### src/rtl/lcdns_pkg.sv
// Shared types, constants and the init sequence table for the LCD nibble sequencer.
package lcdns_pkg;

  typedef enum logic [2:0] {
    MODE_INIT   = 3'd0,
    MODE_CMD    = 3'd1,
    MODE_DATA   = 3'd2,
    MODE_CURSOR = 3'd3,
    MODE_CLEAR  = 3'd4
  } mode_e;

  typedef enum logic [2:0] {
    CFG_STROBE  = 3'd0,
    CFG_SETTLE  = 3'd1,
    CFG_LONG    = 3'd2,
    CFG_POWERUP = 3'd3
  } cfg_idx_e;

  typedef enum logic [1:0] {
    PB_NONE    = 2'd0,
    PB_POWERUP = 2'd1,
    PB_WAKE2   = 2'd2,
    PB_WAKE3   = 2'd3
  } pause_sel_e;

  localparam int unsigned QDepth    = 2;
  localparam int unsigned QPtrW     = $clog2(QDepth);
  localparam int unsigned QCntW     = $clog2(QDepth + 1);
  localparam int unsigned InitSteps = 12;
  localparam int unsigned StepW     = $clog2(InitSteps);

  localparam logic [7:0]  CmdClear   = 8'h01;
  localparam logic [7:0]  CmdHome    = 8'h02;
  localparam logic [7:0]  CmdDdram   = 8'h80;
  localparam logic [7:0]  Row1Offset = 8'h40;
  localparam logic [7:0]  MaxColumn  = 8'd15;
  localparam logic [19:0] Wake2Us    = 20'd5000;
  localparam logic [19:0] Wake3Us    = 20'd150;

  typedef struct packed {
    logic [2:0] mode;
    logic [7:0] byte_value;
    logic [7:0] row;
    logic [7:0] column;
  } req_t;

  typedef struct packed {
    logic        reg_select;
    logic [3:0]  nibble;
    logic [19:0] pause_before_us;
    logic [15:0] pause_after_us;
    logic        last;
  } res_t;

  // Classified job handed from front to back.
  typedef struct packed {
    logic       is_init;
    logic       reg_select;
    logic       long_wait;
    logic [7:0] byte_value;
  } job_t;

  typedef struct packed {
    logic [3:0] nibble;
    pause_sel_e pause_sel;
    logic       long_wait;
  } init_xfer_t;

  function automatic init_xfer_t init_xfer(logic [StepW-1:0] step);
    init_xfer_t x;
    x = '{nibble: 4'h0, pause_sel: PB_NONE, long_wait: 1'b0};
    case (step)
      4'd0:  x = '{nibble: 4'h3, pause_sel: PB_POWERUP, long_wait: 1'b0};
      4'd1:  x = '{nibble: 4'h3, pause_sel: PB_WAKE2, long_wait: 1'b0};
      4'd2:  x = '{nibble: 4'h3, pause_sel: PB_WAKE3, long_wait: 1'b0};
      4'd3:  x = '{nibble: 4'h2, pause_sel: PB_WAKE3, long_wait: 1'b0};
      4'd4:  x.nibble = 4'h2;
      4'd5:  x.nibble = 4'h8;
      4'd6:  x.nibble = 4'h0;
      4'd7:  x.nibble = 4'hC;
      4'd8:  x.nibble = 4'h0;
      4'd9:  x = '{nibble: 4'h1, pause_sel: PB_NONE, long_wait: 1'b1};
      4'd10: x.nibble = 4'h0;
      4'd11: x.nibble = 4'h6;
      default: x.nibble = 4'h0;
    endcase
    return x;
  endfunction

endpackage

### src/rtl/lcdns_front.sv
// Front end: accepts requests and classifies them into queued jobs.
module lcdns_front (
  input  logic          start_i,
  input  lcdns_pkg::req_t req_i,
  input  logic          full_i,
  output logic          push_o,
  output lcdns_pkg::job_t job_o
);
  import lcdns_pkg::*;

  logic       known;
  logic [7:0] row_c;
  logic [7:0] col_c;
  logic [7:0] cursor_cmd;

  always_comb begin
    row_c      = (req_i.row > 8'd1) ? 8'd1 : req_i.row;
    col_c      = (req_i.column > MaxColumn) ? MaxColumn : req_i.column;
    cursor_cmd = CmdDdram | (col_c + ((row_c != 8'd0) ? Row1Offset : 8'd0));
  end

  always_comb begin
    known = 1'b1;
    job_o = '{is_init: 1'b0, reg_select: 1'b0, long_wait: 1'b0, byte_value: 8'h00};
    case (req_i.mode)
      MODE_INIT: job_o.is_init = 1'b1;
      MODE_CMD: begin
        job_o.byte_value = req_i.byte_value;
        job_o.long_wait  = (req_i.byte_value == CmdClear) || (req_i.byte_value == CmdHome);
      end
      MODE_DATA: begin
        job_o.byte_value = req_i.byte_value;
        job_o.reg_select = 1'b1;
      end
      MODE_CURSOR: job_o.byte_value = cursor_cmd;
      MODE_CLEAR: begin
        job_o.byte_value = CmdClear;
        job_o.long_wait  = 1'b1;
      end
      default: known = 1'b0;
    endcase
  end

  assign push_o = start_i && !full_i && known;

endmodule

### src/rtl/lcdns_fifo.sv
// Short job queue between the front end and the transfer sequencer.
module lcdns_fifo (
  input  logic            clk_i,
  input  logic            rst_ni,
  input  logic            push_i,
  input  lcdns_pkg::job_t job_i,
  input  logic            pop_i,
  output logic            valid_o,
  output logic            full_o,
  output lcdns_pkg::job_t job_o
);
  import lcdns_pkg::*;

  job_t             mem_q [QDepth];
  logic [QPtrW-1:0] wr_ptr_q, wr_ptr_d;
  logic [QPtrW-1:0] rd_ptr_q, rd_ptr_d;
  logic [QCntW-1:0] count_q, count_d;
  logic             do_pop;

  assign valid_o = (count_q != '0);
  assign full_o  = (count_q == QCntW'(QDepth));
  assign do_pop  = pop_i && valid_o;
  assign job_o   = mem_q[rd_ptr_q];

  always_comb begin
    wr_ptr_d = wr_ptr_q;
    rd_ptr_d = rd_ptr_q;
    count_d  = count_q;
    if (push_i) begin
      wr_ptr_d = (wr_ptr_q == QPtrW'(QDepth - 1)) ? '0 : wr_ptr_q + 1'b1;
    end
    if (do_pop) begin
      rd_ptr_d = (rd_ptr_q == QPtrW'(QDepth - 1)) ? '0 : rd_ptr_q + 1'b1;
    end
    case ({push_i, do_pop})
      2'b10:   count_d = count_q + 1'b1;
      2'b01:   count_d = count_q - 1'b1;
      default: count_d = count_q;
    endcase
  end

  always_ff @(posedge clk_i or negedge rst_ni) begin
    if (!rst_ni) begin
      wr_ptr_q <= '0;
      rd_ptr_q <= '0;
      count_q  <= '0;
    end else begin
      wr_ptr_q <= wr_ptr_d;
      rd_ptr_q <= rd_ptr_d;
      count_q  <= count_d;
    end
  end

  always_ff @(posedge clk_i) begin
    if (push_i) begin
      mem_q[wr_ptr_q] <= job_i;
    end
  end

endmodule

### src/rtl/lcdns_back.sv
// Back end: steps through the transfers of the queued job, one per cycle.
module lcdns_back (
  input  logic            clk_i,
  input  logic            rst_ni,
  input  logic            valid_i,
  input  lcdns_pkg::job_t job_i,
  input  logic [15:0]     long_wait_us_i,
  input  logic [19:0]     powerup_wait_us_i,
  output logic            pop_o,
  output logic            res_valid_o,
  output lcdns_pkg::res_t res_o
);
  import lcdns_pkg::*;

  logic [StepW-1:0] step_q, step_d;
  logic             valid_q;
  res_t             res_q, res_d;
  init_xfer_t       ix;
  logic             is_last;
  logic             lw;

  always_comb begin
    ix      = init_xfer(step_q);
    is_last = job_i.is_init ? (step_q == StepW'(InitSteps - 1)) : (step_q == StepW'(1));
    pop_o   = valid_i && is_last;
    step_d  = valid_i ? (is_last ? '0 : step_q + 1'b1) : step_q;

    res_d.last = is_last;
    if (job_i.is_init) begin
      res_d.reg_select = 1'b0;
      res_d.nibble     = ix.nibble;
      lw               = ix.long_wait;
      case (ix.pause_sel)
        PB_POWERUP: res_d.pause_before_us = powerup_wait_us_i;
        PB_WAKE2:   res_d.pause_before_us = Wake2Us;
        PB_WAKE3:   res_d.pause_before_us = Wake3Us;
        default:    res_d.pause_before_us = '0;
      endcase
    end else begin
      res_d.reg_select      = job_i.reg_select;
      res_d.nibble          = (step_q == '0) ? job_i.byte_value[7:4] : job_i.byte_value[3:0];
      res_d.pause_before_us = '0;
      lw                    = job_i.long_wait && (step_q != '0);
    end
    res_d.pause_after_us = lw ? long_wait_us_i : 16'd0;
  end

  always_ff @(posedge clk_i or negedge rst_ni) begin
    if (!rst_ni) begin
      step_q  <= '0;
      valid_q <= 1'b0;
    end else begin
      step_q  <= step_d;
      valid_q <= valid_i;
    end
  end

  always_ff @(posedge clk_i) begin
    res_q <= res_d;
  end

  assign res_valid_o = valid_q;
  assign res_o       = res_q;

endmodule

### src/rtl/char_lcd_nibble_sequencer.sv
// Top level of the 4-bit character-LCD nibble sequencer.
// Request channel: an item (req_i) is taken at a rising edge with start_i high
// and busy_o low. Unknown modes are taken and dropped without any transfer.
// Result channel: each nibble transfer is shown on res_o for one cycle with
// res_valid_o high; the receiver cannot stall it. res_o.last marks the final
// transfer of a request.
// Config channel: cfg_valid_i / cfg_ready_o with cfg_index_i and cfg_data_i;
// always ready. Strobe width and settle time belong to the pin driver and
// are not used here; long wait and power-up wait are read as transfers go out.
// With an empty queue, an accepted request is written into the job queue at
// the accepting edge, and its first transfer is then registered into res_o.
// Throughput: one transfer per clock from the sequencer while a job is queued;
// byte requests give two transfers, init ones 12. A two-entry job queue lets new
// requests be taken while transfers go out; busy_o is the queue being full.
// Reset clears the queue and sequencer and loads the register defaults.
module char_lcd_nibble_sequencer (
  input  logic            clk_i,
  input  logic            rst_ni,
  input  logic            start_i,
  output logic            busy_o,
  input  lcdns_pkg::req_t req_i,
  output logic            res_valid_o,
  output lcdns_pkg::res_t res_o,
  input  logic            cfg_valid_i,
  output logic            cfg_ready_o,
  input  logic [2:0]      cfg_index_i,
  input  logic [19:0]     cfg_data_i
);
  import lcdns_pkg::*;

  logic [15:0] long_wait_q;
  logic [19:0] powerup_wait_q;
  logic        push;
  job_t        push_job;
  job_t        head_job;
  logic        head_valid;
  logic        full;
  logic        pop;

  assign cfg_ready_o = 1'b1;
  assign busy_o      = full;

  always_ff @(posedge clk_i or negedge rst_ni) begin
    if (!rst_ni) begin
      long_wait_q    <= 16'd2000;
      powerup_wait_q <= 20'd40000;
    end else if (cfg_valid_i) begin
      case (cfg_index_i)
        CFG_LONG:    long_wait_q    <= cfg_data_i[15:0];
        CFG_POWERUP: powerup_wait_q <= cfg_data_i;
        default:     ;
      endcase
    end
  end

  lcdns_front u_front (
    .start_i(start_i),
    .req_i  (req_i),
    .full_i (full),
    .push_o (push),
    .job_o  (push_job)
  );

  lcdns_fifo u_fifo (
    .clk_i  (clk_i),
    .rst_ni (rst_ni),
    .push_i (push),
    .job_i  (push_job),
    .pop_i  (pop),
    .valid_o(head_valid),
    .full_o (full),
    .job_o  (head_job)
  );

  lcdns_back u_back (
    .clk_i            (clk_i),
    .rst_ni           (rst_ni),
    .valid_i          (head_valid),
    .job_i            (head_job),
    .long_wait_us_i   (long_wait_q),
    .powerup_wait_us_i(powerup_wait_q),
    .pop_o            (pop),
    .res_valid_o      (res_valid_o),
    .res_o            (res_o)
  );

`ifndef SYNTH
  a_busy_has_job: assert property (@(posedge clk_i) disable iff (!rst_ni)
    busy_o |-> head_valid)
    else $error("busy with empty queue");

  a_job_emits: assert property (@(posedge clk_i) disable iff (!rst_ni)
    head_valid |=> res_valid_o)
    else $error("queued job produced no transfer");

  a_pop_is_last: assert property (@(posedge clk_i) disable iff (!rst_ni)
    pop |=> (res_valid_o && res_o.last))
    else $error("job retired without last transfer");

  a_last_only_on_pop: assert property (@(posedge clk_i) disable iff (!rst_ni)
    (head_valid && !pop) |=> !res_o.last)
    else $error("last flagged mid job");
`endif

endmodule
### config.mk
export PLATFORM = sky130hd
export DESIGN_NAME = char_lcd_nibble_sequencer
export DESIGN_NICKNAME = d
export VERILOG_FILES = /design/src/rtl/lcdns_pkg.sv /design/src/rtl/lcdns_front.sv /design/src/rtl/lcdns_fifo.sv /design/src/rtl/lcdns_back.sv /design/src/rtl/char_lcd_nibble_sequencer.sv
export SDC_FILE = /design/constraint.sdc
export NUM_CORES = 1
export LEC_CHECK = 0
export ABC_AREA = 1
export BUFFER_PORTS_ARGS = -buffer_cell sky130_fd_sc_hd__buf_2
export CAP_MARGIN = 20
export CELL_PAD_IN_SITES_DETAIL_PLACEMENT = 1
export CELL_PAD_IN_SITES_GLOBAL_PLACEMENT = 1
export CORE_ASPECT_RATIO = 1.5
export CORE_MARGIN = 1
export CORE_UTILIZATION = 30
export DETAILED_ROUTE_END_ITERATION = 10
export GPL_TIMING_DRIVEN = 0
export PLACE_DENSITY_LB_ADDON = 0.1
export SYNTH_ARGS = -nofsm -noshare
export SYNTH_HDL_FRONTEND = slang
export SYNTH_SLANG_ARGS = --single-unit
### constraint.sdc
create_clock -name clk_i -period 2.2 [get_ports clk_i]
set_input_delay 0.22 -clock clk_i [delete_from_list [all_inputs] [get_ports clk_i]]
set_output_delay 0.22 -clock clk_i [all_outputs]
set_load 0.01 [all_outputs]
Word-level counts from Yosys, hierarchy flattened. Memories as Yosys holds them, arrays and structs flattened. Index checks and enable logic that the tools add are counted.

Equal/unequal tests: 22. Reductions and logical operators: 20. Magnitude comparators: 2. Add/sub/neg operators: 6. Muxes and demuxes: 21.

Operator list (count): $pmux W20 S3 (1); $mux W24 (1); $pmux W4 S6 (1); $pmux W8 S3 (1); $mux W7 (2); $eq A3 B2 Y1 const B (4); $eq A4 B3 Y1 const B (3); $pmux W3 S4 (1); $mux W1 (9); $eq A2 B2 Y1 const B (4); $eq A4 B2 Y1 const B (2); $eq A4 B4 Y1 const B (2); $eq A8 B1 Y1 const B (1); $eq A8 B2 Y1 const B (1); $gt A8 B1 Y1 const B (1); $gt A8 B4 Y1 const B (1); $mux W4 (2); $mux W8 (1); $reduce_bool A8 Y1 (1); $add A7 B7 Y7 (1); $reduce_or A2 Y1 (3); $logic_and A1 B1 Y1 (5); $reduce_or A5 Y1 (1); $add A4 B1 Y4 const B (1); 17 further kinds (21).

Bits of input ports: 54. Output and inout bits: 45. Memories: 1. Bits in registers: 87. RAM bits: 22. Word-level logic and storage cells: 84.

Memories: u_fifo.mem_q (depth 2, width 11, read ports 1, clocked after Yosys merged registers in 0, wr ports 1, RTL line lcdns_fifo.sv:14) `job_t mem_q [QDepth];`.

Logic depth before layout (Yosys ltp). Gate-level depths: netlist of the first run.

Depth in word-level cells: 6. Gate-level depth with buffers: 10. Mapped depth without buffers: 10.

By module. A second synthesis of the first run with hierarchy kept.

Cell total of the unflattened synthesis: 510. Area, all modules: 4553.1 um^2.

Modules (own cells, without submodules): lcdns_back (times used 1, cells each 202, area an instance 1740.4 um^2, seq. area each 965.9 um^2); char_lcd_nibble_sequencer (times used 1, cells each 164, area an instance 1532.7 um^2, seq. area each 914.6 um^2); lcdns_fifo (times used 1, cells each 86, area an instance 1026.0 um^2, seq. area each 760.7 um^2); lcdns_front (times used 1, cells each 58, area an instance 254.0 um^2, seq. area each 0.0 um^2).

Worst setup path after synthesis of the first run. OpenSTA, ideal clock, no wires.

Path type: register -> register. From: register u_back.step_q[1]. To: register u_fifo.count_q[1]. Period minus slack after synthesis: 1.859 ns. Path buffers: 0. Arrival: 1.734 ns. Required time: 2.076 ns. Library setup time: 0.124 ns. Slack: 0.341 ns. Cell stages (with the launch flop): 11. Cell sequence: dfrtp_1 inv_1 ha_1 nand2_1 nand2_1 nand3_1 inv_1 ha_1 a21oi_1 o21ai_0 xnor2_1.

Cells in the longest elaborated chain, start to end: 6. Elaborated cells between the ends (all ways): 9. Classes of those cells: eq/ne: 4; mux: 2; reduce/logical: 3.

RTL lines: from (decl) (RTL line lcdns_back.sv:15) `logic [StepW-1:0] step_q, step_d;`; from (signal assigned) (RTL line lcdns_back.sv:53) `step_q <= step_d;`; $eq A4 B1 Y1 or $eq A4 B4 Y1 (tied branches) (RTL line lcdns_back.sv:24) `is_last = job_i.is_init ? (step_q == StepW'(InitSteps - 1)) : (step_q == StepW'(1));`; $mux W1 (*) (RTL line lcdns_back.sv:24); $logic_and A1 B1 Y1 (*) (RTL line lcdns_back.sv:25) `pop_o = valid_i && is_last;`; $logic_and A1 B1 Y1 (*) (RTL line lcdns_fifo.sv:22) `assign do_pop = pop_i && valid_o;`; net u_fifo.do_pop (RTL line lcdns_fifo.sv:18) `logic do_pop;`; $eq A2 B1 Y1 or $eq A2 B2 Y1 (tied branches) (RTL line lcdns_fifo.sv:35) `case ({push_i, do_pop})`; $pmux W2 S2 or $reduce_bool A2 Y1 (tied branches); to (signal assigned) (RTL line lcdns_fifo.sv:50) `count_q <= count_d;`; to (decl) (RTL line lcdns_fifo.sv:17) `logic [QCntW-1:0] count_q, count_d;`.

The timed path passes the listed nets; every way through them passes the cells marked *. A chain may end at the register's enable or synchronous reset.

Worst setup path in the final report of the first run. Ends and elaborated chain as after synthesis.

==> flow_metrics.py, run 1 <==
metrics = {
    "place": {
        "routabilityCongestion": 0.772,
        "place_hpwl_um": 7990,
        "io_buffers": 97,
    },
    "die": {
        "dieWidth_um": 99.4,
        "num_rows": 53,
        "initial_core_util_pct": 30.6,
        "die_area_um2": 14700,
        "die_h_um": 148,
        "core_um2": 13900,
        "pin_count": 99,
    },
    "synth": {
        "synth_edf_count": 22,
        "syn_area_um2": 4270,
        "yosys_warnings": 0,
        "synthTopCellsByArea": "dfrtp_1, dfxtp_1, edfxtp_1",
        "synth-async-reset-ratio_pct": 41.3,
        "avgSynthCellArea_um2": 9.12,
        "yosys.area.top_type": "dfrtp_1",
        "syn_nets": 527,
        "yosysUniqueCellTypes": 29,
        "synth_top_area_share_pct": 19.9,
        "yosysSeqAreaShare_pct": 61.9,
        "ys_ff_latch": 109,
        "netlist_instances": 468,
        "ys.flop_type": "dfxtp_1",
    },
    "worst_setup_path": {
        "path_buf_inv": 2,
        "r2r_cells": 10,
        "crit_slowest_cell": "dfrtp_1",
        "arrival_ns": 2.28,
        "worst-path-stages": 10,
        "start_kind": "register",
        "path_cells": "inv_1, ha_1, nand2_2, nand2_1, nand3_1, inv_1, ha_1, a21oi_1, o21ai_0, xnor2_1",
        "crit_path_max_incr_delay_ns": 0.41,
        "crit_family": "adder cells",
        "path_class": "register to register",
        "crit_fanout": 6,
        "cp_data_required_time_ns": 2.44,
        "cp-end-kind": "register",
    },
    "outcome": {
        "status": "complete, no violations",
    },
    "global_routing": {
        "grtUsageTotal_pct": 14.9,
        "antenna_found_initial": 0,
        "grt_max_degree": 46,
        "grt_pass1_vias": 3464,
        "grt_pass1_wl_um": 16700,
        "grt-ovfl-total": 0,
    },
    "worst_hold_path": {
        "holdPathStages": 3,
        "hold_path.class": "input port to register",
    },
    "clock_network": {
        "numCtsBuffers": 9,
        "cts_max_path_buffers": 2,
        "clockRootBuffer": "clkbuf_16",
        "cts.sinks": 109,
        "h-tree-depth": 3,
        "worstSkewPairLatency_ns": 0.35,
        "path_clk_slew_ns": 0.08,
        "cts_tree": "done",
    },
    "job": {
        "drv_cap": 0,
    },
    "sta": {
        "worstMarginPinSlew_ns": 0.897,
        "fin_setup_tns_ns": 0,
        "rsz0062_at_grt": "false",
        "report.final.slew_viol_count": 0,
        "finalCriticalPeriod_ns": 2.04,
        "setup_violations": 0,
        "finalClockSkew_ns": 0.00684,
        "fin_crit_sh_pct": 92.5,
        "timing.fmax_mhz": 491,
        "hold_viol_final": 0,
        "holdWs_ns": 0.115,
        "slew-limit-headroom_pct": 40.0,
    },
    "layout": {
        "seq_area_um2": 2640,
        "nNetsFinal": 638,
        "diodes": 0,
        "drive_gt1_share_pct": 24.1,
        "area_growth_pct": 24.5,
        "multi_input_area_um2": 1270,
        "final_common_cell": "nand2_1",
        "most-common-layout-cells": "nand2_1, buf_2, inv_1",
        "fillers": 1692,
    },
    "power_and_ir_drop": {
        "leakage_nw": 2.65,
        "vdd.ir_drop.worst_uv": 392,
        "p_per_area_nw_per_um2": 1260,
    },
    "routing": {
        "routedWlPerCell_um": 13.6,
        "via_per_inst": 4.47,
        "first_pass_iters": 4,
        "drc_errors": 0,
        "drt_iter0_drc": 83,
        "drtAntennaViolNets": 0,
        "wirelength_um": 10200,
        "vias": 3351,
    },
}
synthesized netlist by cell type (2+ instances only):
library cell  instances
ha_1                  5
nor4_1                4
xor2_1                2
clkbuf_1              8
nand2_1             102
dfrtp_1              34
buf_2                 3
nand4_1               8
edfxtp_1             22
dfstp_2              11
nor3_1               10
xnor2_1               2
nor2_1               48
o21ai_0              45
inv_2                 2
inv_1                69
buf_4                 2
nand3_1              28
dfxtp_1              42
a21oi_1              10
buf_6                 3
registers in the layout, indices dropped and copies added, names as in the netlist:
name                count
u_back.res_valid_o      1
u_back.step_q           4
u_fifo.rd_ptr_q         1
powerup_wait_q         20
u_fifo.wr_ptr_q         1
u_fifo.count_q          2
u_fifo.mem_q           22
u_back.res_o           42
long_wait_q            16
final timing paths:
| check | start | endpoint | slack (ns) |
|---|---|---|---|
| setup / recovery | u_back.step_q[1]$_DFFE_PN0N_ | u_fifo.count_q[1]$_DFFE_PN0P_ | 0.16 |
| min in group asynchronous | rst_ni | u_back.res_valid_o$_DFF_PN0_ | 0.28 |
| max in group asynchronous | rst_ni | powerup_wait_q[11]$_DFFE_PN1P_ | 1.35 |
| hold / removal | cfg_data_i[19] | powerup_wait_q[19]$_DFFE_PN0P_ | 0.11 |
| hold reg to reg | long_wait_q[10]$_DFFE_PN1P_ | u_back.res_o[11]$_SDFF_PN0_ | 0.48 |
| setup reg to reg | u_back.step_q[1]$_DFFE_PN0N_ | u_fifo.count_q[1]$_DFFE_PN0P_ | 0.16 |
cells by family (layout without fill, tap and decap cells):
kind of cell / count (synthesis) / after routing / synth area share (%)
adder cells (fa/ha/maj): 5 / 5 / 1.47
flip-flops: 109 / 109 / 61.9
other: 1 / 1 / 0.0879
AND/OR/NAND/NOR: 204 / 204 / 20.3
XOR/XNOR: 4 / 4 / 0.821
AO/OA/AOI/OAI: 58 / 58 / 7.01
buffers and inverters: 87 / 203 / 8.45
routing by layer:
layer	track usage [%]	share of wire [%]	vias up
li1	-	-	1699
met1	15.1	39	1549
met2	28.9	55	86
met3	2.77	3.7	17
met4	6.54	2.2	0
met5	0	0	-
worst min-delay path, cell delays in order:
cell and delay [ns]:
buf_2 0.08, nor2_1 0.04, a21oi_1 0.09
per-stage QoR:
stage / std cells / power [W] / cell area [µm²] / utilization [%] / worst slack [ns]
final: 749 / 0.00667 / 5310 / 38.2 / 0.164
after global routing: 749 / 0.00718 / 5310 / 38.2 / 0.00628
after CTS: 746 / 0.00681 / 5270 / 37.9 / 0.0176
after global placement: 730 / 0.00507 / 4960 / 35.6 / 0.112
after detailed placement: 730 / 0.00513 / 4960 / 35.6 / 0.0304
after floorplan: 468 / 0.00427 / 4270 / - / 0.341
final cells by class:
class                   instances  area share (%)
plain buffers                  16            1.77
repair buffers                100            9.84
multi-input cells             272            23.9
well taps                     165            3.89
clock buffers                  11            4.97
inverters                      71            5.02
clock inverters                 5           0.965
flip-flops and latches        109            49.7
where the power goes:
| group | leakage, nW | total [W] | internal (W) | switching, W |
|---|---|---|---|---|
| registers | 1.08 | 0.00280 | 0.00258 | 0.000224 |
| clock network | 0.155 | 0.00165 | 0.000890 | 0.000755 |
| logic | 1.41 | 0.00222 | 0.000790 | 0.00143 |
repair_timing:
item | 4_1_cts | 5_1_grt
hold buffers | 0 | 1
endpoints found under the setup margin | 0 | 1
gates resized for setup | 0 | 1
hold endpoints to repair | 0 | 9
buffers inserted | 0 | 1
Power figures use the tool's default switching activity.
==> run 2: changes to the inputs <==
--- a/config.mk
+++ b/config.mk
@@ -15,7 +15,7 @@
 export CORE_UTILIZATION = 30
 export DETAILED_ROUTE_END_ITERATION = 10
 export GPL_TIMING_DRIVEN = 0
-export PLACE_DENSITY_LB_ADDON = 0.1
+export PLACE_DENSITY_LB_ADDON = 0.15
 export SYNTH_ARGS = -nofsm -noshare
 export SYNTH_HDL_FRONTEND = slang
 export SYNTH_SLANG_ARGS = --single-unit
==> flow_metrics.py, run 2 (synthesis results as in run 1) <==
metrics = {
    "outcome": {
        "status": "complete, no violations",
    },
    "routing": {
        "first_pass_iters": 4,
        "drtAntennaViolNets": 0,
        "via_per_inst": 4.45,
        "routedWlPerCell_um": 13.6,
        "wirelength_um": 10200,
        "vias": 3328,
        "drc_errors": 0,
        "drt_iter0_drc": 77,
    },
    "sta": {
        "worstMarginPinSlew_ns": 0.941,
        "fin_crit_sh_pct": 91.9,
        "setup_violations": 0,
        "timing.fmax_mhz": 495,
        "rsz0062_at_grt": "false",
        "hold_viol_final": 0,
        "finalClockSkew_ns": 0.00716,
        "report.final.slew_viol_count": 0,
        "slew-limit-headroom_pct": 37.0,
        "finalCriticalPeriod_ns": 2.02,
        "fin_setup_tns_ns": 0,
    },
    "clock_network": {
        "clockRootBuffer": "clkbuf_16",
        "cts_tree": "done",
        "cts_max_path_buffers": 2,
        "worstSkewPairLatency_ns": 0.35,
        "path_clk_slew_ns": 0.07,
        "cts.sinks": 109,
        "numCtsBuffers": 9,
        "h-tree-depth": 3,
    },
    "power_and_ir_drop": {
        "p_comb_share_pct": 33.9,
        "seqPwrFrac_pct": 42.2,
        "p_per_area_nw_per_um2": 1260,
        "switchingPower_w": 0.00240,
        "power_w": 0.00665,
        "p_int_w": 0.00425,
        "vdd.ir_drop.worst_uv": 354,
        "netSwitchingFraction_pct": 36.1,
        "leakage_nw": 2.63,
        "clkPwrFrac_pct": 23.9,
    },
    "worst_setup_path": {
        "cp-end-kind": "register",
        "cp_data_required_time_ns": 2.43,
        "arrival_ns": 2.25,
        "start_kind": "register",
        "startpoint": "u_fifo.rd_ptr_q$_DFFE_PN0P_",
        "crit_fanout": 7,
        "r2r-start": "u_fifo.rd_ptr_q$_DFFE_PN0P_",
        "path_class": "register to register",
    },
    "global_routing": {
        "grt_pass1_vias": 3419,
        "grt-ovfl-total": 0,
        "grt_max_degree": 46,
        "grtUsageTotal_pct": 15.0,
        "antenna_found_initial": 0,
        "grt_pass1_wl_um": 16800,
    },
    "place": {
        "place_hpwl_um": 7890,
        "io_buffers": 97,
        "routabilityCongestion": 0.795,
    },
    "worst_hold_path": {
        "hold_path.class": "input port to register",
        "hp-start": "cfg_data_i[7]",
    },
    "die": {
        "die_h_um": 148,
        "dieWidth_um": 99.4,
        "core_um2": 13900,
        "num_rows": 53,
        "initial_core_util_pct": 30.6,
        "pin_count": 99,
        "die_area_um2": 14700,
    },
    "layout": {
        "nNetsFinal": 637,
        "diodes": 0,
        "area_growth_pct": 24.3,
        "largest_reg_flops": 42,
        "most-common-layout-cells": "nand2_1, buf_2, inv_1",
        "drive_gt1_share_pct": 24.5,
    },
    "job": {
        "drv_cap": 0,
    },
}
-- run 2: cell types whose count changed in the layout (fill, tap and decap cells not counted), sizes merged --
| cell | delta |
|---|---|
| buf | -1 |
| inv | -1 |
| clkinvlp | +1 |
| clkbuf | +2 |
| clkinv | -2 |
-- run 2: layer usage --
layer | global-route usage, % | share of wire (%)
met3 | 3.15 | 3.7
met4 | 6.62 | 2.4
met1 | 15.7 | 41
met5 | 0 | 0
met2 | 28.2 | 53
-- run 2: power groups by stage --
| stage | logic (W) | clock network [W] | registers, W |
|---|---|---|---|
| floorplan | 0.00135 | 0 | 0.00292 |
| global placement | 0.00223 | 0 | 0.00283 |
| detailed placement | 0.00228 | 0 | 0.00285 |
| CTS | 0.00230 | 0.00165 | 0.00281 |
| global route | 0.00258 | 0.00171 | 0.00287 |
| finish | 0.00225 | 0.00159 | 0.00281 |
-- run 2: repair_timing --
action,CTS,global route
endpoints found under the setup margin,1,1
hold buffers,0,1
endpoints found under the hold margin,0,14
buffers inserted,0,0
resized for setup,1,5
gates cloned,0,0
-- run 2: critical path, cell delays in order (launching register included) --
cell     delay [ns]
dfrtp_1        0.45
o21ai_2        0.37
nand2_1        0.18
nand3_2        0.12
inv_1          0.07
ha_1           0.30
a21oi_1        0.14
o21ai_0        0.12
xnor2_1        0.15
-- run 2: layout make-up --
cell class / instances / area (µm²)
fill: 1664 / 8620
tap: 165 / 206
clock buffer: 13 / 272
clock inverter: 3 / 25.0
buffer: 16 / 93.8
multi-input combinational: 272 / 1280
sequential: 109 / 2640
timing repair buffer: 99 / 515
inverter: 71 / 267
-- run 2: metrics by stage --
| stage | cells | utilization, % | area [µm²] | hold slack, ns | setup slack, ns |
|---|---|---|---|---|---|
| 6_report | 748 | 38.1 | 5300 | 0.131 | 0.178 |
| 5_1_grt | 748 | 38.1 | 5300 | 0.138 | 0.0340 |
| 4_1_cts | 746 | 37.8 | 5260 | 0.0887 | 0.0533 |
| 3_5_place_dp | 730 | 35.6 | 4960 | 0.474 | -0.0104 |
| 3_3_place_gp | 730 | 35.6 | 4960 | 0.461 | 0.0808 |
| 2_1_floorplan | 468 | - | 4270 | -0.0756 | 0.341 |
-- run 2: worst paths after layout --
check,endpoint,slack (ns),cells after the start
min in group asynchronous,u_fifo.count_q[1]$_DFFE_PN0P_,0.24,2
min reg2reg,u_back.res_o[11]$_SDFF_PN0_,0.49,2
max in group asynchronous,powerup_wait_q[12]$_DFFE_PN1P_,1.42,3
min,long_wait_q[7]$_DFFE_PN1P_,0.13,3
max,u_fifo.count_q[1]$_DFFE_PN0P_,0.18,8
max reg2reg,u_fifo.count_q[1]$_DFFE_PN0P_,0.18,8
